===== config.mk =====
export PLATFORM = sky130hd
export DESIGN_NAME = sbg_front
export DESIGN_NICKNAME = d
export VERILOG_FILES = /design/src/design/sbg_pkg.sv /design/src/design/sbg_front.sv
export SDC_FILE = /design/constraint.sdc
export NUM_CORES = 1
export LEC_CHECK = 0
export BUFFER_PORTS_ARGS = -buffer_cell sky130_fd_sc_hd__buf_2
export CORE_UTILIZATION = 35
export CTS_CLUSTER_SIZE = 10
export DETAILED_ROUTE_END_ITERATION = 10
export GPL_TIMING_DRIVEN = 0
export PLACE_DENSITY = 0.59
export SYNTH_ARGS = -nofsm -noshare
export SYNTH_HDL_FRONTEND = slang
export SYNTH_SLANG_ARGS = --single-unit

===== constraint.sdc =====
create_clock -name clock -period 5.4 [get_ports clock]
set_input_delay 1.35 -clock clock [delete_from_list [all_inputs] [get_ports clock]]
set_output_delay 1.35 -clock clock [all_outputs]
set_load 0.01 [all_outputs]

===== src/design/sbg_pkg.sv =====
// Shared types, constants and the crush function for the stutter/bitcrush glitch block.
package sbg_pkg;

   localparam int MaxCapture = 16384;
   localparam int MaxBlock   = 4096;
   localparam int SampleBits = 16;

   localparam logic [1:0] CSR_SPM     = 2'd0;
   localparam logic [1:0] CSR_MIN_GAP = 2'd1;
   localparam logic [1:0] CSR_MAX_CAP = 2'd2;

   typedef struct packed {
      logic signed [15:0] sample_in;
      logic               block_start;
      logic [12:0]        block_length;
      logic [9:0]         amount;
      logic [15:0]        rand_trigger;
      logic [15:0]        rand_length;
      logic [2:0]         rand_repeats;
   } req_type;

   typedef struct packed {
      logic signed [15:0] sample_out;
      logic               stutter_active;
   } rsp_type;

   // Classified item handed from front to back.
   typedef struct packed {
      logic signed [15:0] sample;
      logic               start;
      logic [12:0]        len;
      logic [9:0]         amount;
      logic [15:0]        rand_trigger;
      logic [15:0]        rand_length;
      logic [2:0]         rep;
   } item_type;

   // Rounds half away from zero to the bit depth chosen by amount.
   function automatic logic signed [15:0] crush(input logic signed [15:0] s,
                                                 input logic [9:0] amt);
      logic [15:0] bits;
      logic [4:0]  k;
      logic [16:0] mag;
      logic [16:0] half;
      logic [16:0] q;
      logic [17:0] r;
      bits = 16'd3 + 16'((17'd30 * (17'd1024 - {7'd0, amt})) >> 10);
      if (bits >= 16'(SampleBits)) begin
         crush = s;
      end else begin
         k    = 5'(16'(SampleBits) - bits);
         mag  = s[15] ? 17'(-{s[15], s}) : {1'b0, s};
         half = 17'd1 << (k - 5'd1);
         q    = ((mag + half) >> k) << k;
         if (s[15]) begin
            r = -{1'b0, q};
            crush = r[15:0];
         end else if (q > 17'd32767) begin
            crush = 16'sd32767;
         end else begin
            crush = q[15:0];
         end
      end
   endfunction

endpackage


===== src/design/sbg_front.sv =====
// Front end: accepts requests, clamps fields and queues them for the back end.
module sbg_front import sbg_pkg::*; (
   input  logic     clock,
   input  logic     reset,
   input  logic     req_valid,
   output logic     req_ready,
   input  req_type  req_data,
   output logic     q_valid,
   input  logic     q_ready,
   output item_type q_item
);
   item_type    mem_ff [2];
   logic [1:0]  cnt_ff, cnt_in;
   logic        wp_ff, rp_ff;
   item_type    it;
   logic        push, pop;

   always_comb begin
      it.sample       = req_data.sample_in;
      it.start        = req_data.block_start;
      it.amount       = req_data.amount;
      it.rand_trigger = req_data.rand_trigger;
      it.rand_length  = req_data.rand_length;
      it.rep          = (req_data.rand_repeats > 3'd4) ? 3'd4 : req_data.rand_repeats;
      if (req_data.block_length == 13'd0) it.len = 13'd1;
      else if (req_data.block_length > 13'(MaxBlock)) it.len = 13'(MaxBlock);
      else it.len = req_data.block_length;
   end

   assign req_ready = (cnt_ff != 2'd2);
   assign push      = req_valid && req_ready;
   assign q_valid   = (cnt_ff != 2'd0);
   assign pop       = q_valid && q_ready;
   assign q_item    = mem_ff[rp_ff];
   assign cnt_in    = cnt_ff + {1'b0, push} - {1'b0, pop};

   always_ff @(posedge clock) begin
      if (reset) begin
         cnt_ff <= '0;
         wp_ff  <= 1'b0;
         rp_ff  <= 1'b0;
      end else begin
         cnt_ff <= cnt_in;
         if (push) wp_ff <= ~wp_ff;
         if (pop) rp_ff <= ~rp_ff;
      end
      if (push) mem_ff[wp_ff] <= it;
   end
endmodule


==> results.cfg, run 1 <==
[logic_synthesis]
syn_avg_cell_area_um2 = 21.4
synth_area_um2 = 5970
synth_cells = 279
synth-edff-count = 150
synth.top_cell.area_share_pct = 75.5
ys_seq_area_share_pct = 77.2
synth_top_area_cell = edfxtp_1
synth_area_leaders = edfxtp_1 (76%), mux2_4 (13%), mux2_2 (4.7%), dfxtp_1 (1.7%), nor2b_1 (1.5%)
synth.area.mux_share_pct = 17.3
async_reset_ff_share_pct = 0
ys_warn_count = 0
synth_compound_area_share_pct = 0.482
ys_ff_latch = 155
synthXorXnorAreaFrac_pct = 0.294
synth_common_cells = edfxtp_1 (150), mux2_4 (50), mux2_2 (25)
synth_most_common_cell = edfxtp_1
synth_cell_types = 25
synth_nets = 360
ys.flop_type = edfxtp_1
synth_top_family_by_area = multiplexers
synth_fa_ha_area_share_pct = 0.419
synth-simple-area-share_pct = 2.71

[cells_and_area]
fin_cells = 688
diodes = 0
final_util_pct = 45.9
final_cell_area_um2 = 7610
final_nets = 536
drive_gt1_share_pct = 57.7
synthToLayoutAreaGrowth_pct = 27.5

[clock_tree]
worst_skew_pair.late_latency_ps = 410
cts_hold_buf = 0
path_clk_slew_ps = 60
htreeDepth = 4
cts_buffers = 17
clockBufferDepth = 2
ctsResizeCount = 0
clockRootBuffer = clkbuf_16
cts_tree = done
clkSinkCount = 155
cts_setup_buffers = 0

[min_path]
hold_depth = 2
hold_end = rp_ff$_SDFFE_PP0P_
hp-start = rp_ff$_SDFFE_PP0P_
hold_path.class = register to register

[sta]
setup_viol = 0
rsz0062_at_grt = no
finalSetupTns_ps = 0
post-route-min-period_ps = 2980
fin_crit_sh_pct = 55.2
tightest_slew_ps = 545
maxSlewViolCount = 0
whs_ps = 516
fmax_mhz = 335
clock_skew_ps = 8.83
report.final.hold_viol_count = 0
slew_headroom_pct = 63.7

[detailed_routing]
route.detailed.drc = 0
drt_iter0_drc = 124
wl_met1_um = 4660
drt-total-wl_um = 10500
vias = 3047
dr.max_layer_used = met4
wl_met3_um = 602
wl_met2_um = 5090
ant_nets = 0
avgViaCountPerCell = 4.43
wire_per_inst_um = 15.3
firstDrtPassIters = 4

[pwr]
power.density_nw_per_um2 = 484
p_leak_nw = 2.95
peakVddDrop_v = 0.000314

[setup_path]
path_max_fanout = 10
r2r_cells = 4
crit_type = register to primary output
critPathCaptureType = primary output
cp.arrival_ps = 1630
r2r-start = cnt_ff[0]$_SDFF_PP0_
critPathLaunchType = register
r2r_slack_ps = 3540
crit_required_ps = 4050
worstReg2RegEnd = mem_ff[0][36]$_DFFE_PP_

[placed_design]
place.gp.congestion = 0.690
port_buffers = 155
hpwl_um = 6870
dp_cells = 656
dpl_cell_area_um2 = 7070

[status]
status = finished clean

[grt]
antenna_found_initial = 0
grt_remaining_overflow = 0
grt_pass1_vias = 3247
grt_pass1_wl_um = 16900
grt_use_total_pct = 12.9
grt_max_degree = 45

[die]
rows = 47
fp.dieH_um = 133
die_w_um = 133
io_pins = 156
start_util_pct = 36.0
core_area_um2 = 16600
dieArea_um2 = 17600

[job]
cap_violations = 0
## routing by layer
| layer | global-route usage [%] | vias up |
|---|---|---|
| met5 | 0 | - |
| met1 | 15.9 | 1489 |
| met2 | 20.1 | 103 |
| met4 | 5.30 | 0 |
| li1 | - | 1441 |
| met3 | 5.10 | 14 |
## metrics by stage
| step | power (mW) | setup WS, ps |
|---|---|---|
| finish | 3.68 | 2420 |
| global route | 3.87 | 2320 |
| CTS | 3.74 | 2360 |
| detailed placement | 2.65 | 2660 |
| global placement | 2.63 | 647 |
| floorplan | 2.29 | 1810 |
## cell type report
class | instances | area, µm²
Timing Repair Buffer | 157 | 823
Buffer | 11 | 88.8
Inverter | 2 | 10.0
Sequential cell | 155 | 4600
Tap cell | 220 | 275
Fill cell | 1470 | 8980
Clock inverter | 12 | 98.8
Multi-Input combinational cell | 111 | 1270
Clock buffer | 20 | 437
## sequential cells by signal (all words and copies together), names as in the netlist, named ones only
signal,cells
wp_ff,1
cnt_ff,2
rp_ff,1
mem_ff,150
## worst max path at each step
stage | endpoint | cells after the start | slack [ps]
2_1_floorplan | mem_ff[1][0]$_DFFE_PP_ | 1 | 1810
6_report | q_item[68] | 4 | 2420
3_3_place_gp | mem_ff[1][39]$_DFFE_PP_ | 2 | 650
5_1_grt | q_item[54] | 4 | 2320
4_1_cts | q_item[54] | 4 | 2360
3_5_place_dp | mem_ff[0][39]$_DFFE_PP_ | 4 | 2660
## cells by family after synthesis
logic type / count (synthesis)
AND/OR/NAND/NOR: 28
adder cells (fa/ha/maj): 2
XOR/XNOR: 2
buffers and inverters: 13
flip-flops: 155
multiplexers: 75
AO/OA/AOI/OAI: 4
## where the power goes
part	internal, mW	switching [mW]
logic	0.520	0.503
clock network	0.629	0.452
registers	1.53	0.0455
total	2.68	1.00
## worst max-delay path, stage by stage (launching register included)
cell,delay [ps]
dfxtp_1,360
buf_6,200
buf_6,200
mux2_4,320
buf_2,140
## cells in the final DEF (no fill, tap or decap), types with 2 or more instances in the layout
cell / count
buf_2: 157
buf_6: 6
clkinv_2: 3
clkbuf_1: 6
mux2_4: 50
dfxtp_1: 5
clkinv_4: 3
mux2_2: 25
nor4_1: 2
clkinv_1: 3
nor2_1: 4
clkbuf_16: 17
ha_1: 2
edfxtp_1: 150
nor2b_1: 14
nor3_1: 2
Power figures use the tool's default switching activity.
==> run 2: changes to the inputs <==
==> constraint.sdc (replaced) <==
create_clock -name clock -period 2.8 [get_ports clock]
set_input_delay 0.7 -clock clock [delete_from_list [all_inputs] [get_ports clock]]
set_output_delay 0.7 -clock clock [all_outputs]
set_load 0.01 [all_outputs]
==> results.cfg, run 2 (synthesis gave the netlist of run 1 again) <==
[die]
dieArea_um2 = 17600
core_area_um2 = 16600
start_util_pct = 36.0
io_pins = 156
die_w_um = 133
fp.dieH_um = 133
rows = 47

[setup_path]
cp.arrival_ps = 1630
setup.worst_path.end = q_item[57]
r2r_cells = 3
crit_path_frequent_cell = buf_6
path_cells = buf_6 -> buf_6 -> mux2_4 -> buf_2
r2r-start = cnt_ff[0]$_SDFF_PP0_
crit_required_ps = 2100
crit_path_max_incr_delay_ps = 360
crit_type = register to primary output
slowest_stage = dfxtp_1
r2r_slack_ps = 1020
critPathLaunchType = register
critPathCaptureType = primary output
worstReg2RegEnd = mem_ff[1][53]$_DFFE_PP_
path_max_fanout = 10

[cells_and_area]
final-seq-area_um2 = 4600
final_util_pct = 46.3
final_nets = 536
largest_reg_flops = 150
layout_common_cells = buf_2 (157), edfxtp_1 (150), mux2_4 (50)
largestRegisters = mem_ff: 150 flops, cnt_ff: 2 flops
multi_input_area_um2 = 1270
diodes = 0
drive_gt1_share_pct = 57.7
synthToLayoutAreaGrowth_pct = 28.7
regMostFlops = mem_ff
final_common_cell = buf_2
nFillCells = 1479

[status]
status = finished clean

[placed_design]
dp_slack_ps = 744
hpwl_um = 7040
place.gp.congestion = 0.670
port_buffers = 155

[sta]
slew_headroom_pct = 65.4
finalSetupTns_ps = 0
fin_crit_sh_pct = 83.2
report.final.hold_viol_count = 0
setup_viol = 0
rsz0062_at_grt = no
post-route-min-period_ps = 2330
clock_skew_ps = 10.5
fmax_mhz = 429
maxSlewViolCount = 0
setup_slack_ps = 471
tightest_slew_ps = 519

[clock_tree]
cts_buffers = 17
cts_tree = done
worst_skew_pair.late_latency_ps = 410
clkSinkCount = 155
cts_setup_buffers = 0
path_clk_slew_ps = 60
clockBufferDepth = 2
clockRootBuffer = clkbuf_16
ctsResizeCount = 0
htreeDepth = 4
cts_hold_buf = 0

[grt]
grt_pass1_vias = 3292
grt_max_degree = 61
grt_remaining_overflow = 0
grt_use_total_pct = 12.5
antenna_found_initial = 0
grt_pass1_wl_um = 16500

[pwr]
p_leak_nw = 2.98
power.density_nw_per_um2 = 958
peakVddDrop_v = 0.000394
total_power_mw = 7.36

[detailed_routing]
firstDrtPassIters = 4
ant_nets = 0
drt_iter0_drc = 105
vias = 3043
drt-total-wl_um = 10500
avgViaCountPerCell = 4.42
route.detailed.drc = 0
wire_per_inst_um = 15.2

[min_path]
hold_path.class = input port to register
hold_depth = 1

[job]
cap_violations = 0
==> run 2: final cells by class <==
| cell class | instances | area share (%) |
|---|---|---|
| flip-flops and latches | 155 | 60.0 |
| plain buffers | 11 | 1.16 |
| inverters | 2 | 0.130 |
| multi-input cells | 111 | 16.5 |
| clock inverters | 12 | 2.22 |
| clock buffers | 20 | 5.69 |
| well taps | 220 | 3.58 |
| repair buffers | 157 | 10.7 |
==> run 2: worst max-delay path, delay by kind of cell (launching register included) <==
family,cells,cell delay [ps]
buffers and inverters,3,530
DFF,1,360
muxes,1,320
==> run 2: worst min path at each step <==
stage	startpoint	slack [ps]	end
3_3_place_gp	rp_ff$_SDFFE_PP0P_	500	rp_ff$_SDFFE_PP0P_
4_1_cts	req_data[14]	450	mem_ff[0][14]$_DFFE_PP_
6_report	req_data[59]	470	mem_ff[0][59]$_DFFE_PP_
5_1_grt	req_data[60]	450	mem_ff[1][60]$_DFFE_PP_
2_1_floorplan	rp_ff$_SDFFE_PP0P_	480	register
3_5_place_dp	rp_ff$_SDFFE_PP0P_	530	register
==> run 2: metal layers <==
| layer | up-vias | track usage [%] | wire length, µm |
|---|---|---|---|
| li1 | 1442 | - | - |
| met1 | 1483 | 14.5 | 4410 |
| met2 | 101 | 20.6 | 5140 |
| met3 | 17 | 4.83 | 712 |
| met4 | 0 | 5.62 | 202 |
| met5 | - | 0 | 0 |
==> run 2: through the flow <==
step                instances  hold slack [ps]  area (µm²)
floorplan                 279              481        5970
global placement          654              497        7020
detailed placement        656              528        7070
CTS                       688              446        7680
global route              688              447        7680
finish                    688              469        7680
==> run 2: report_power, final <==
group | internal (mW) | leakage (nW) | switching, mW
Clock | 1.49 | 0.292 | 0.867
Sequential | 2.96 | 1.45 | 0.0890
Combinational | 1.00 | 1.24 | 0.954
==> run 3: changes to the inputs <==
--- a/config.mk
+++ b/config.mk
@@ -10,7 +10,7 @@
 export CTS_CLUSTER_SIZE = 10
 export DETAILED_ROUTE_END_ITERATION = 10
 export GPL_TIMING_DRIVEN = 0
-export PLACE_DENSITY = 0.59
+export PLACE_DENSITY = 0.61
 export SYNTH_ARGS = -nofsm -noshare
 export SYNTH_HDL_FRONTEND = slang
 export SYNTH_SLANG_ARGS = --single-unit
==> constraint.sdc (replaced) <==
create_clock -name clock -period 2 [get_ports clock]
set_input_delay 0.5 -clock clock [delete_from_list [all_inputs] [get_ports clock]]
set_output_delay 0.5 -clock clock [all_outputs]
set_load 0.01 [all_outputs]
==> results.cfg, run 3 (synthesis gave the netlist of run 1 again) <==
[pwr]
p_clk_share_pct = 30.6
total_power_mw = 11.2
p_comb_share_pct = 31.1
intPower_mw = 8.36
switching_share_pct = 25.1
pwr-share-seq_pct = 38.4
peakVddDrop_v = 0.00120
p_leak_nw = 3.15
p_switching_mw = 2.80
power.density_nw_per_um2 = 1370

[cells_and_area]
synthToLayoutAreaGrowth_pct = 36.9
drive_gt1_share_pct = 59.1
regMostFlops = mem_ff
fin_cells = 692
layout_common_cells = edfxtp_1 (150), buf_2 (104), mux2_4 (53), buf_6 (53), mux2_2 (22)
largestRegisters = mem_ff: 150 flops, cnt_ff: 2 flops
diodes = 0
largest_reg_flops = 150
final_nets = 540
final_common_cell = edfxtp_1

[sta]
report.final.hold_viol_count = 0
fmax_mhz = 491
setup_slack_ps = -36.9
fin_crit_sh_pct = 102
post-route-min-period_ps = 2040
rsz0062_at_grt = yes
whs_ps = 278
clock_skew_ps = 6.78
slew_headroom_pct = 63.2
maxSlewViolCount = 0
setup_viol = 50
tightest_slew_ps = 551
finalSetupTns_ps = -1040

[status]
status = finished, violations left
violations = negative setup slack

[setup_path]
r2r_slack_ps = 210
r2r-start = cnt_ff[0]$_SDFF_PP0_
critPathLaunchType = register
setup.worst_path.end = q_item[55]
critPathCaptureType = primary output
crit_type = register to primary output
r2r_cells = 4
crit_required_ps = 1500
path_max_fanout = 10
worstReg2RegEnd = mem_ff[0][73]$_DFFE_PP_
cp.arrival_ps = 1540

[detailed_routing]
ant_nets = 0
drt_iter0_drc = 146
drt-total-wl_um = 10700
vias = 3071
firstDrtPassIters = 4
route.detailed.drc = 0
avgViaCountPerCell = 4.44
wire_per_inst_um = 15.5

[placed_design]
place.gp.congestion = 0.690
dp_cells = 657
dp_slack_ps = 36.8
hpwl_um = 7100
port_buffers = 155

[clock_tree]
clockRootBuffer = clkbuf_16
worst_skew_pair.late_latency_ps = 410
htreeDepth = 4
path_clk_slew_ps = 60
cts_hold_buf = 0
cts_tree = done
cts_buffers = 17
clkSinkCount = 155
clockBufferDepth = 2

[grt]
antenna_found_initial = 0
grt_pass1_wl_um = 17100
grt_pass1_vias = 3320
grt_max_degree = 45
grt_remaining_overflow = 0
grt_use_total_pct = 12.9

[die]
rows = 47
die_w_um = 133
io_pins = 156
dieArea_um2 = 17600
start_util_pct = 36.0
fp.dieH_um = 133
core_area_um2 = 16600

[min_path]
hold_path.class = input port to register

[job]
cap_violations = 0
==> run 3: area by class of cell <==
class	count	area, µm²
clock inverters	12	196
multi-input cells	111	1290
well taps	220	275
fillers	1403	8410
clock buffers	20	437
plain buffers	10	139
flip-flops and latches	155	4610
repair buffers	162	1210
inverters	2	11.3
==> run 3: power by group through the flow <==
stage	Combinational [mW]	Sequential (mW)	Clock, mW
2_1_floorplan	1.85	4.32	0
3_3_place_gp	2.74	4.36	0
3_5_place_dp	2.84	4.35	0
4_1_cts	3.59	4.30	3.50
5_1_grt	3.70	4.33	3.65
6_report	3.47	4.29	3.41
==> run 3: worst min-delay path by stage <==
stage               slack (ps)          startpoint                       to  depth (start not counted)
floorplan                  480  rp_ff$_SDFFE_PP0P_                 register                          2
global placement           500  rp_ff$_SDFFE_PP0P_       rp_ff$_SDFFE_PP0P_                          2
detailed placement         510  rp_ff$_SDFFE_PP0P_       rp_ff$_SDFFE_PP0P_                          2
CTS                        250        req_data[21]  mem_ff[0][21]$_DFFE_PP_                          1
global route               250        req_data[27]  mem_ff[1][27]$_DFFE_PP_                          1
finish                     280        req_data[61]  mem_ff[1][61]$_DFFE_PP_                          1
==> run 3: stage by stage <==
| step | utilization (%) | instance area [µm²] |
|---|---|---|
| after floorplan | - | 5980 |
| after global placement | 42.4 | 7030 |
| after detailed placement | 42.8 | 7100 |
| after CTS | 49.4 | 8190 |
| after global routing | 49.3 | 8170 |
| final | 49.3 | 8170 |
==> run 3: repair_timing <==
action / in CTS / in global routing
gates cloned: 1 / 0
gates resized for setup: 75 / 0
pin swaps: 0 / 0
buffers inserted: 3 / 1
endpoints found under the setup margin: 75 / 73
==> run 3: layer usage <==
layer / wire [µm] / global-route usage [%] / share of wire (%) / vias up
li1: - / - / - / 1445
met1: 4580 / 15.5 / 43 / 1519
met2: 5520 / 21.6 / 51 / 95
met3: 498 / 3.79 / 4.6 / 12
met4: 147 / 5.36 / 1.4 / 0
met5: 0 / 0 / 0 / -
==> run 3: worst max-delay path, stage by stage, from the launching register on <==
cell and delay, ps:
dfxtp_4 380, buf_12 150, buf_12 150, mux2_4 300, buf_2 140
